$ cat src/hw/rtl/mpo_pkg.sv
`timescale 1ns / 1ps
// ----------------------------------------------------------------------------
// mpo_pkg: shared types and constants of the P&O tracker
// Field widths, register reset values, command codes, sequencer states and
// the request/response bundles of the shared divider.
// ----------------------------------------------------------------------------
package mpo_pkg;

    localparam int DUTY_W  = 8;
    localparam int VOLT_W  = 16;
    localparam int CURR_W  = 12;
    localparam int POWER_W = 28;
    localparam int STEP_W  = 7;
    localparam int AVG_W   = 7;
    localparam int CFG_W   = 8;
    localparam int CIDX_W  = 2;
    localparam int VSUM_W  = 22;
    localparam int CSUM_W  = 18;

    // The divider walks the full width of the wider running sum.
    localparam int DIV_STEPS = VSUM_W;
    localparam int DCNT_W    = $clog2(DIV_STEPS + 1);

    localparam logic [DUTY_W-1:0] DUTY_MAX = 8'd255;
    localparam logic [AVG_W-1:0]  MAX_AVG  = 7'd64;

    localparam logic [STEP_W-1:0] STEP_RST  = 7'd1;
    localparam logic [AVG_W-1:0]  AVG_RST   = 7'd4;
    localparam logic [DUTY_W-1:0] START_RST = 8'd10;

    localparam logic CMD_START  = 1'b0;
    localparam logic CMD_SAMPLE = 1'b1;

    typedef enum logic [CIDX_W-1:0] {
        CFG_STEP  = 2'd0,
        CFG_AVG   = 2'd1,
        CFG_START = 2'd2
    } t_cfg_idx;

    typedef enum logic [2:0] {
        ST_IDLE,
        ST_LOAD_V,
        ST_DIV_V,
        ST_LOAD_C,
        ST_DIV_C,
        ST_MUL,
        ST_DECIDE
    } t_state;

    typedef struct packed {
        logic              start;
        logic [VSUM_W-1:0] dividend;
        logic [AVG_W-1:0]  divisor;
    } t_div_req;

    typedef struct packed {
        logic              done;
        logic [VSUM_W-1:0] quotient;
    } t_div_rsp;

endpackage

$ cat src/hw/rtl/mpo_in_if.sv
`timescale 1ns / 1ps
// ----------------------------------------------------------------------------
// mpo_in_if: command and sample channel
// Valid/ready channel carrying a start command or one voltage/current sample.
// ----------------------------------------------------------------------------
interface mpo_in_if import mpo_pkg::*; ();

    logic              valid;
    logic              ready;
    logic              cmd;
    logic [VOLT_W-1:0] voltage_mv;
    logic [CURR_W-1:0] current_ma;

    modport source (output valid, output cmd, output voltage_mv, output current_ma,
                    input ready);
    modport sink   (input valid, input cmd, input voltage_mv, input current_ma,
                    output ready);

endinterface

$ cat src/hw/rtl/mpo_out_if.sv
`timescale 1ns / 1ps
// ----------------------------------------------------------------------------
// mpo_out_if: tracking decision channel
// Valid/ready channel carrying the new duty, batch power and step direction.
// ----------------------------------------------------------------------------
interface mpo_out_if import mpo_pkg::*; ();

    logic               valid;
    logic               ready;
    logic [DUTY_W-1:0]  duty;
    logic [POWER_W-1:0] avg_power;
    logic               went_up;

    modport source (output valid, output duty, output avg_power, output went_up,
                    input ready);
    modport sink   (input valid, input duty, input avg_power, input went_up,
                    output ready);

endinterface

$ cat src/hw/rtl/mppt_perturb_observe_top.sv
`timescale 1ns / 1ps
// ----------------------------------------------------------------------------
// mppt_perturb_observe_top: perturb-and-observe maximum power point tracker
// Accumulates voltage/current samples, averages each batch through a shared
// divider, forms the batch power and steps the PWM duty toward more power.
//
//   Channel   Dir   Beat contents
//   i_in      in    cmd, voltage_mv, current_ma
//   o_res     out   duty, avg_power, went_up
//   i_cfg_*   in    register index and write data, no handshake
//
// A start command or a sample that completes no batch leaves the sequencer idle.
// A sample that completes a batch runs two divider passes (load, one step per
// bit of the 22-bit running sum, done), then one multiply and one decision.
// While that work runs, or while a result beat waits to be taken, i_in is not
// ready. Reset is synchronous and clears history and registers.
// ----------------------------------------------------------------------------
module mppt_perturb_observe_top import mpo_pkg::*; (
    input  logic              i_clk,
    input  logic              i_rst_n,
    mpo_in_if.sink            i_in,
    mpo_out_if.source         o_res,
    input  logic              i_cfg_we,
    input  logic [CIDX_W-1:0] i_cfg_idx,
    input  logic [CFG_W-1:0]  i_cfg_data
);

    t_state              r_state, n_state;

    logic [STEP_W-1:0]   r_step;
    logic [AVG_W-1:0]    r_avg;
    logic [DUTY_W-1:0]   r_start;

    logic [DUTY_W-1:0]   r_duty_now;
    logic [DUTY_W-1:0]   r_duty_before;
    logic [POWER_W-1:0]  r_power_before;
    logic [VSUM_W-1:0]   r_vsum;
    logic [CSUM_W-1:0]   r_csum;
    logic [AVG_W-1:0]    r_count;

    // A batch cut short by a lower count can average above the field range,
    // so the averages keep the width of the sums.
    logic [VSUM_W-1:0]   r_avg_v;
    logic [CSUM_W-1:0]   r_avg_c;
    logic [POWER_W-1:0]  r_power;

    logic                r_out_valid;
    logic [DUTY_W-1:0]   r_out_duty;
    logic [POWER_W-1:0]  r_out_power;
    logic                r_out_up;

    t_div_req            w_div_req;
    t_div_rsp            w_div_rsp;

    logic                w_in_fire;
    logic                w_out_free;
    logic                w_commit;
    logic [VOLT_W-1:0]   w_v_adj;
    logic [CURR_W-1:0]   w_c_adj;
    logic [AVG_W-1:0]    w_batch_len;
    logic [AVG_W-1:0]    w_count_inc;
    logic                w_batch_end;
    logic                w_dir_prev;
    logic                w_up;
    logic [DUTY_W:0]     w_duty_sum;
    logic [DUTY_W-1:0]   w_next_duty;
    logic [VSUM_W+CSUM_W-1:0] w_product;

    mpo_divider u_div (
        .i_clk   (i_clk),
        .i_rst_n (i_rst_n),
        .i_req   (w_div_req),
        .o_rsp   (w_div_rsp)
    );

    assign w_out_free = !r_out_valid || o_res.ready;
    assign w_in_fire  = i_in.valid && i_in.ready;
    assign i_in.ready = i_rst_n && (r_state == ST_IDLE) && w_out_free;

    // A zero reading counts as one.
    assign w_v_adj = (i_in.voltage_mv == '0) ? VOLT_W'(1) : i_in.voltage_mv;
    assign w_c_adj = (i_in.current_ma == '0) ? CURR_W'(1) : i_in.current_ma;

    always_comb begin
        if (r_avg == '0) begin
            w_batch_len = AVG_W'(1);
        end else if (r_avg > MAX_AVG) begin
            w_batch_len = MAX_AVG;
        end else begin
            w_batch_len = r_avg;
        end
    end

    assign w_count_inc = r_count + 1'b1;
    assign w_batch_end = (w_count_inc >= w_batch_len);

    // The last step counts as upward unless the duty went down; a power drop
    // reverses it.
    assign w_dir_prev = !(r_duty_before > r_duty_now);
    assign w_up       = (r_power_before > r_power) ? !w_dir_prev : w_dir_prev;
    assign w_duty_sum = {1'b0, r_duty_now} + {2'b00, r_step};

    assign w_product = {{CSUM_W{1'b0}}, r_avg_v} * {{VSUM_W{1'b0}}, r_avg_c};

    always_comb begin
        if (w_up) begin
            if (w_duty_sum > {1'b0, DUTY_MAX}) begin
                w_next_duty = DUTY_MAX;
            end else begin
                w_next_duty = w_duty_sum[DUTY_W-1:0];
            end
        end else begin
            if ({1'b0, r_step} > r_duty_now) begin
                w_next_duty = '0;
            end else begin
                w_next_duty = r_duty_now - {1'b0, r_step};
            end
        end
    end

    always_comb begin
        n_state            = r_state;
        w_div_req.start    = 1'b0;
        w_div_req.dividend = r_vsum;
        w_div_req.divisor  = w_batch_len;
        w_commit           = 1'b0;
        case (r_state)
            ST_IDLE: begin
                if (w_in_fire && (i_in.cmd == CMD_SAMPLE) && w_batch_end) begin
                    n_state = ST_LOAD_V;
                end
            end
            ST_LOAD_V: begin
                w_div_req.start = 1'b1;
                n_state         = ST_DIV_V;
            end
            ST_DIV_V: begin
                if (w_div_rsp.done) begin
                    n_state = ST_LOAD_C;
                end
            end
            ST_LOAD_C: begin
                w_div_req.start    = 1'b1;
                w_div_req.dividend = {{(VSUM_W-CSUM_W){1'b0}}, r_csum};
                n_state            = ST_DIV_C;
            end
            ST_DIV_C: begin
                if (w_div_rsp.done) begin
                    n_state = ST_MUL;
                end
            end
            ST_MUL: begin
                n_state = ST_DECIDE;
            end
            ST_DECIDE: begin
                if (w_out_free) begin
                    w_commit = 1'b1;
                    n_state  = ST_IDLE;
                end
            end
            default: begin
                n_state = ST_IDLE;
            end
        endcase
    end

    always_ff @(posedge i_clk) begin
        if (!i_rst_n) begin
            r_state        <= ST_IDLE;
            r_step         <= STEP_RST;
            r_avg          <= AVG_RST;
            r_start        <= START_RST;
            r_duty_now     <= '0;
            r_duty_before  <= '0;
            r_power_before <= '0;
            r_vsum         <= '0;
            r_csum         <= '0;
            r_count        <= '0;
            r_out_valid    <= 1'b0;
        end else begin
            r_state <= n_state;

            if (i_cfg_we) begin
                case (t_cfg_idx'(i_cfg_idx))
                    CFG_STEP:  r_step  <= i_cfg_data[STEP_W-1:0];
                    CFG_AVG:   r_avg   <= i_cfg_data[AVG_W-1:0];
                    CFG_START: r_start <= i_cfg_data[DUTY_W-1:0];
                    default: begin
                    end
                endcase
            end

            if (o_res.ready) begin
                r_out_valid <= 1'b0;
            end

            if (w_in_fire) begin
                if (i_in.cmd == CMD_START) begin
                    r_duty_now     <= r_start;
                    r_duty_before  <= r_start;
                    r_power_before <= '0;
                    r_vsum         <= '0;
                    r_csum         <= '0;
                    r_count        <= '0;
                    r_out_valid    <= 1'b1;
                end else begin
                    r_vsum  <= r_vsum + {{(VSUM_W-VOLT_W){1'b0}}, w_v_adj};
                    r_csum  <= r_csum + {{(CSUM_W-CURR_W){1'b0}}, w_c_adj};
                    r_count <= w_count_inc;
                end
            end

            if (w_commit) begin
                r_duty_before  <= r_duty_now;
                r_duty_now     <= w_next_duty;
                r_power_before <= r_power;
                r_vsum         <= '0;
                r_csum         <= '0;
                r_count        <= '0;
                r_out_valid    <= 1'b1;
            end
        end
    end

    always_ff @(posedge i_clk) begin
        if ((r_state == ST_DIV_V) && w_div_rsp.done) begin
            r_avg_v <= w_div_rsp.quotient;
        end
        if ((r_state == ST_DIV_C) && w_div_rsp.done) begin
            r_avg_c <= w_div_rsp.quotient[CSUM_W-1:0];
        end
        if (r_state == ST_MUL) begin
            r_power <= w_product[POWER_W-1:0];
        end

        if (w_in_fire && (i_in.cmd == CMD_START)) begin
            r_out_duty  <= r_start;
            r_out_power <= '0;
            r_out_up    <= 1'b0;
        end else if (w_commit) begin
            r_out_duty  <= w_next_duty;
            r_out_power <= r_power;
            r_out_up    <= w_up;
        end
    end

    assign o_res.valid     = r_out_valid;
    assign o_res.duty      = r_out_duty;
    assign o_res.avg_power = r_out_power;
    assign o_res.went_up   = r_out_up;

endmodule

$ cat src/hw/rtl/mpo_divider.sv
`timescale 1ns / 1ps
// ----------------------------------------------------------------------------
// mpo_divider: shared restoring divider
// One quotient bit per cycle over the width of the running sum; the sequencer
// uses it first for the voltage average and then for the current average.
// ----------------------------------------------------------------------------
module mpo_divider import mpo_pkg::*; (
    input  logic     i_clk,
    input  logic     i_rst_n,
    input  t_div_req i_req,
    output t_div_rsp o_rsp
);

    logic              r_busy;
    logic              r_done;
    logic [DCNT_W-1:0] r_cnt;
    logic [VSUM_W-1:0] r_quo;
    logic [AVG_W-1:0]  r_rem;
    logic [AVG_W-1:0]  r_div;

    logic [AVG_W:0]    w_shift;
    logic [AVG_W:0]    w_diff;
    logic              w_fits;

    assign w_shift = {r_rem, r_quo[VSUM_W-1]};
    assign w_diff  = w_shift - {1'b0, r_div};
    assign w_fits  = (w_shift >= {1'b0, r_div});

    always_ff @(posedge i_clk) begin
        if (!i_rst_n) begin
            r_busy <= 1'b0;
            r_done <= 1'b0;
            r_cnt  <= '0;
        end else begin
            r_done <= 1'b0;
            if (i_req.start) begin
                r_busy <= 1'b1;
                r_cnt  <= DCNT_W'(DIV_STEPS);
            end else if (r_busy) begin
                r_cnt <= r_cnt - 1'b1;
                if (r_cnt == DCNT_W'(1)) begin
                    r_busy <= 1'b0;
                    r_done <= 1'b1;
                end
            end
        end
    end

    // The dividend shifts out at the top while quotient bits enter at the bottom.
    always_ff @(posedge i_clk) begin
        if (i_req.start) begin
            r_quo <= i_req.dividend;
            r_rem <= '0;
            r_div <= i_req.divisor;
        end else if (r_busy) begin
            if (w_fits) begin
                r_rem <= w_diff[AVG_W-1:0];
                r_quo <= {r_quo[VSUM_W-2:0], 1'b1};
            end else begin
                r_rem <= w_shift[AVG_W-1:0];
                r_quo <= {r_quo[VSUM_W-2:0], 1'b0};
            end
        end
    end

    assign o_rsp.done     = r_done;
    assign o_rsp.quotient = r_quo;

endmodule

$ cat src/flat_wrapper.sv
// flat-port wrapper written by rule: the top's interface ports become plain ports
module mppt_perturb_observe_top_flat import mpo_pkg::*;
  (i_clk, i_rst_n, i_cfg_we, i_cfg_idx, i_cfg_data, i_in_valid, i_in_cmd, i_in_voltage_mv, i_in_current_ma, i_in_ready, o_res_valid, o_res_duty, o_res_avg_power, o_res_went_up, o_res_ready);
  mpo_in_if i_in_i ();
  mpo_out_if o_res_i ();
  input  logic i_clk;
  input  logic i_rst_n;
  input  logic i_cfg_we;
  input  logic [CIDX_W-1:0] i_cfg_idx;
  input  logic [CFG_W-1:0] i_cfg_data;
  input wire logic [$bits(i_in_i.valid)-1:0] i_in_valid;
  input wire logic [$bits(i_in_i.cmd)-1:0] i_in_cmd;
  input wire logic [$bits(i_in_i.voltage_mv)-1:0] i_in_voltage_mv;
  input wire logic [$bits(i_in_i.current_ma)-1:0] i_in_current_ma;
  output wire logic [$bits(i_in_i.ready)-1:0] i_in_ready;
  output wire logic [$bits(o_res_i.valid)-1:0] o_res_valid;
  output wire logic [$bits(o_res_i.duty)-1:0] o_res_duty;
  output wire logic [$bits(o_res_i.avg_power)-1:0] o_res_avg_power;
  output wire logic [$bits(o_res_i.went_up)-1:0] o_res_went_up;
  input wire logic [$bits(o_res_i.ready)-1:0] o_res_ready;
  assign i_in_i.valid = i_in_valid;
  assign i_in_i.cmd = i_in_cmd;
  assign i_in_i.voltage_mv = i_in_voltage_mv;
  assign i_in_i.current_ma = i_in_current_ma;
  assign i_in_ready = i_in_i.ready;
  assign o_res_valid = o_res_i.valid;
  assign o_res_duty = o_res_i.duty;
  assign o_res_avg_power = o_res_i.avg_power;
  assign o_res_went_up = o_res_i.went_up;
  assign o_res_i.ready = o_res_ready;
  mppt_perturb_observe_top u_core (.i_clk(i_clk), .i_rst_n(i_rst_n), .i_in(i_in_i), .o_res(o_res_i), .i_cfg_we(i_cfg_we), .i_cfg_idx(i_cfg_idx), .i_cfg_data(i_cfg_data));
endmodule
$ cat config.mk
export PLATFORM = sky130hd
export DESIGN_NAME = mppt_perturb_observe_top_flat
export DESIGN_NICKNAME = d
export VERILOG_FILES = /design/src/hw/rtl/mpo_pkg.sv /design/src/hw/rtl/mpo_in_if.sv /design/src/hw/rtl/mpo_out_if.sv /design/src/hw/rtl/mppt_perturb_observe_top.sv /design/src/hw/rtl/mpo_divider.sv /design/src/flat_wrapper.sv
export SDC_FILE = /design/constraint.sdc
export NUM_CORES = 1
export LEC_CHECK = 0
export BUFFER_PORTS_ARGS = -buffer_cell sky130_fd_sc_hd__buf_2
export CORE_ASPECT_RATIO = 1.4
export CORE_MARGIN = 2
export CORE_UTILIZATION = 60
export DETAILED_ROUTE_END_ITERATION = 6
export GPL_TIMING_DRIVEN = 0
export MAX_ROUTING_LAYER = met4
export PLACE_DENSITY = 0.78
export SKIP_LAST_GASP = 1
export SLEW_MARGIN = 40
export SYNTH_ARGS = -nofsm -noshare
export SYNTH_HDL_FRONTEND = slang
export SYNTH_SLANG_ARGS = --single-unit
$ cat constraint.sdc
create_clock -name i_clk -period 13.26 [get_ports i_clk]
set_input_delay 2.652 -clock i_clk [delete_from_list [all_inputs] [get_ports i_clk]]
set_output_delay 2.652 -clock i_clk [all_outputs]
set_load 0.05 [all_outputs]
* Yosys cells after proc, flatten, opt, wreduce, memory -nomap -nowiden
Cells that the tools add are included.
** Storage, ports and cells
- Output and inout port bits :: 39
- Input bits :: 44
- Register bits after elaboration :: 265
- Logic and storage cells :: 127
** Operators by class
- Magnitude comparators :: 7
- Add/subtract/negate cells :: 7
- Reductions and logical operators :: 28
- Multiplexer cells :: 43
- Equal/unequal tests :: 14
- Bitwise operators :: 3
- Multiply operators :: 1
** Operator list (number)
- $mux W22 :: 4
- $mux W28 :: 3
- $mux W8 :: 9
- $gt A28 B28 Y1 :: 1
- $mul A22 B18 Y28 :: 1
- $mux W7 :: 4
- $add A22 B16 Y22 :: 1
- $pmux W3 S7 :: 1
- $add A18 B12 Y18 :: 1
- $mux W18 :: 1
- $logic_not A16 Y1 :: 1
- $mux W16 :: 1
- $mux W1 :: 13
- $logic_not A12 Y1 :: 1
- $mux W12 :: 1
- $mux W3 :: 4
- $mux W5 :: 2
- $add A8 B7 Y9 :: 1
- $eq A3 B3 Y1 const B :: 3
- $gt A9 B8 Y1 const B :: 1
- $ge A8 B7 Y1 :: 1
- $gt A7 B8 Y1 :: 1
- $gt A8 B8 Y1 :: 1
- $logic_and A1 B1 Y1 :: 8
- 24 further kinds :: 38

* Longest topological paths before layout
- Depth after elaboration :: 8
- Mapped depth :: 24
- Depth with buffers taken out :: 23

* Hierarchy
A second synthesis with hierarchy kept.
** Unflattened totals
- Cell total of the unflattened synthesis :: 2453
- Area, all modules :: 23120.9 um^2
** Modules (own cells, without submodules)
- mppt_perturb_observe_top :: cells an instance 2264, area each 20855.0 um^2, sequential area each 5205.0 um^2, instances 1
- mpo_divider :: cells an instance 189, area each 2265.9 um^2, sequential area each 1151.1 um^2, instances 1

* Worst setup path before layout
Ideal clock, no wire load.
- Kind :: in2out
- Start point :: in i_rst_n
- End point :: out i_in_ready
- Stages on the path :: 3
- Data required time :: 10.608 ns
- Arrival :: 3.914 ns
- Setup slack :: 6.694 ns
- Buffers on the path :: 1
- Cells stage by stage :: buf_2 -> nand2b_1 -> nor4b_2
** On the way
- Cells in the longest elaborated chain, start to end :: 2
** Ends and longest elaborated chain
- from (decl) :: RTL line flat_wrapper.sv:7 : input logic i_rst_n;
- $logic_and A1 B1 Y1 (2 in series) :: RTL line mppt_perturb_observe_top.sv:78 : assign i_in.ready = i_rst_n && (r_state == ST_IDLE) && w_out_free;
- to (decl) :: RTL line flat_wrapper.sv:15 : output wire logic [$bits(i_in_i.ready)-1:0] i_in_ready;
Every way passes these cells.

* Final worst setup path
- Start point :: reg u_core.r_avg_c[10]
- End point :: reg u_core.r_power[27] (data pin)
** On the way
- Cells in the longest elaborated chain, start to end :: 1
** Ends and longest elaborated chain
- from (decl) :: RTL line mppt_perturb_observe_top.sv:44 : logic [CSUM_W-1:0] r_avg_c;
- from (signal assigned) :: RTL line mppt_perturb_observe_top.sv:230 : r_avg_c <= w_div_rsp.quotient[CSUM_W-1:0];
- $mul A22 B18 Y28 :: RTL line mppt_perturb_observe_top.sv:103 : assign w_product = {{CSUM_W{1'b0}}, r_avg_v} * {{VSUM_W{1'b0}}, r_avg_c};
- net u_core.w_product[27] :: RTL line mppt_perturb_observe_top.sv:67 : logic [VSUM_W+CSUM_W-1:0] w_product;
- to (signal assigned) :: RTL line mppt_perturb_observe_top.sv:233 : r_power <= w_product[POWER_W-1:0];
- to (decl) :: RTL line mppt_perturb_observe_top.sv:45 : logic [POWER_W-1:0] r_power;
The timed path passes the listed nets, and every way through them passes these cells.
A chain may end at the register's enable or synchronous reset.

==> out/qor.yml <==
grt_pass1_vias: 19484
syn_avg_cell_area_um2: 9.09
finalCritPeriodShare_pct: 58.9
async_flop_share_pct: 0
power.total_mw: 1.92
pre_cts_ws_ps: 5500
grt_max_degree: 29
synth-edff-count: 105
critPathMaxStageDelay_ps: 600
whs_ps: 447
drt_iter0_markers: 1179
fin_worst_skew_ps: 16.1
ioPinCount: 83
vias: 18225
routed_wl_um: 60300
die_width_um: 170
synth_warnings: 0
slew_headroom_pct: 41.8
setup_ws_ps: 5460
syn_inst: 2548
numPortBuffers: 80
cap_violations: 0
critPathArrivalTime_ps: 8150
path_cells: "clkbuf_1, clkbuf_1, nand2_1, fa_1, inv_1, fa_1, fa_1, fa_1, fa_1, inv_1, fa_1, inv_1, ha_1, a211o_1, a21oi_1, o21ai_1, and3_1, a311o_1, and4_4, a2111oi_4, a21oi_2, xnor2_1"
cts.htree.levels: 1
syn_to_final_growth_pct: 8.68
antenna_cells: 0
syn_nets: 3016
grt_pass1_wl_um: 98000
clockRootBuffer: "clkbuf_16"
grt_setup_unrepaired: "no"
fmax_mhz: 128
stdcell_count: 3160
ys.flop_type: "dfxtp_1"
synth_area_leaders: "fa_1 (23%), dfxtp_1 (14%), edfxtp_1 (14%)"
clk_path_buf_depth: 3
hold_viol_final: 0
yosysMostFrequentCell: "inv_1"
yosysUniqueCellTypes: 81
crit_type: "reg -> reg"
finalInstanceArea_mm2: 0.0252
ys_top_cells_by_count: "inv_1 (396), nand2_1 (361), fa_1 (262), ha_1 (162), dfxtp_1 (160)"
clk_pin_slew_ps: 60
num-fill-cells: 3125
p_per_area_mw_per_mm2: 76.2
antenna_found_initial: 0
required_ps: 13610
vdd_drop_max_uv: 107
fin_nets: 3130
syn_area_mm2: 0.0232
cp_slowest_cell: "clkbuf_1"
critPathBufInv: 5
cp-end-kind: "register"
power.leakage_nw: 11.6
dp_hpwl_um: 47900
route.detailed.drc: 0
synth_seq_area_share_pct: 27.4
critPathMaxFanout: 10
num_rows: 85
post-synth-top-area-cell: "fa_1"
grtUsageTotal_pct: 32.1
tritoncts: "done"
synth_top_area_share_pct: 22.6
finalSetupViolCount: 0
numCtsBuffers: 27
ys_ff_latch: 265
coreArea_mm2: 0.0383
multiInputGateArea_mm2: 0.0148
postRouteAntennaNets: 0
timing.final.crit_period_ps: 7800
numClockSinks: 265
setup-tns-final_ps: 0
hold_buffers: 0
register_area_mm2: 0.00636
placed_cell_area_mm2: 0.0242
die_area_mm2: 0.0402
drive_above_1_share_pct: 6.23
cts_setup_buffers: 0
hold_class: "reg -> reg"
utilization_pct: 65.8
cp_common_cell: "fa_1"
overflow: 0
vias_per_cell: 5.77
critical-path-top-delay-family: "adder cells"
cp-start-kind: "register"
cts-resized-gates: 0
tightestPinTransition_ps: 873
dpl.cell_count: 3111
status: "finished clean"
post_drt_wl_per_cell_um: 19.1
gp_congestion: 0.956
drv_slew: 0
fp.dieH_um: 237
first_pass_iters: 7
clk_latency_ps: 570
start_util_pct: 60.5
==> power breakdown <==
group / switching [mW] / internal [mW]
Clock: 0.336 / 0.486
Sequential: 0.0143 / 0.860
Combinational: 0.137 / 0.0859
==> sequential cells by signal, summed over array words and instances (netlist names), 3 cells and up <==
| register | cells |
|---|---|
| u_core.o_res.avg_power | 28 |
| u_core.r_duty_before | 8 |
| u_core.r_avg_c | 18 |
| u_core.r_power_before | 28 |
| u_core.o_res.duty | 8 |
| u_core.r_csum | 18 |
| u_core.r_avg | 7 |
| u_core.r_step | 7 |
| u_core.u_div.r_cnt | 5 |
| u_core.r_vsum | 22 |
| u_core.r_avg_v | 22 |
| u_core.u_div.r_div | 7 |
| u_core.r_state | 3 |
| u_core.r_power | 28 |
| u_core.u_div.r_rem | 7 |
| u_core.u_div.r_quo | 22 |
| u_core.r_duty_now | 8 |
| u_core.r_start | 8 |
| u_core.r_count | 7 |
==> path summary, 6_finish.rpt <==
| kind | slack, ps | cells past startpoint | end | from |
|---|---|---|---|---|
| setup reg to reg | 5460 | 22 | u_core.r_power[27]$_DFFE_PN_ | u_core.r_avg_c[10]$_DFFE_PP_ |
| setup / recovery | 5460 | 22 | u_core.r_power[27]$_DFFE_PN_ | u_core.r_avg_c[10]$_DFFE_PP_ |
| hold / removal | 450 | 2 | u_core.o_res.avg_power[20]$_SDFFE_PP0P_ | u_core.o_res.avg_power[20]$_SDFFE_PP0P_ |
| hold reg to reg | 450 | 2 | u_core.o_res.avg_power[20]$_SDFFE_PP0P_ | u_core.o_res.avg_power[20]$_SDFFE_PP0P_ |
==> cell families after synthesis <==
group                    share of synthesized area [%]
AO/OA/AOI/OAI                                     10.7
flip-flops                                        27.4
buffers and inverters                             8.83
AND/OR/NAND/NOR                                   16.3
adder cells (fa/ha/maj)                           31.4
XOR/XNOR                                          3.52
multiplexers                                      1.84
==> worst register-to-register path: stages, from the launching register on <==
cell,delay [ps]
edfxtp_1,320
clkbuf_1,600
clkbuf_1,580
nand2_1,160
fa_1,540
inv_1,60
fa_1,490
fa_1,540
fa_1,550
fa_1,550
inv_1,50
fa_1,550
inv_1,60
ha_1,350
a211o_1,310
a21oi_1,170
o21ai_1,120
and3_1,210
a311o_1,380
and4_4,220
a2111oi_4,380
a21oi_2,100
xnor2_1,300
==> cells in the final DEF (no fill, tap or decap), types with 10 or more instances in the layout <==
cell	synthesis	final
dfxtp_1	160	160
nor2_1	135	135
o21ai_1	17	17
nor3_1	26	26
mux2i_1	40	40
ha_1	162	162
o211ai_1	10	10
nor2b_1	35	35
nand2b_1	23	23
buf_1	14	14
a22oi_1	46	46
fa_1	262	262
clkbuf_1	119	123
edfxtp_1	105	105
inv_1	396	396
and3_1	11	11
nand2_1	361	360
o21ai_0	95	95
a211oi_1	15	15
nand3_1	27	27
or3_1	12	12
a21o_1	27	27
xor2_1	31	31
a21oi_1	96	96
xnor2_1	59	59
and2_1	123	123
buf_2	9	91
clkbuf_16	0	28
o21a_1	12	12
==> layout make-up <==
type                            instances  area share [%]
Clock inverter                         13           0.770
Multi-Input combinational cell       1743            58.7
Buffer                                143            2.21
Timing Repair Buffer                   85            1.72
Clock buffer                           36            3.02
Sequential cell                       265            25.2
Tap cell                              478            2.38
Inverter                              397            5.92
==> per-layer routing <==
metal  wire [um]  GRT usage [%]
met4        3930           17.9
met1       21600           33.8
met2       31800           57.7
met3        2960           3.81
met5           0              -
Note: power is estimated with default switching activity, not from simulation.
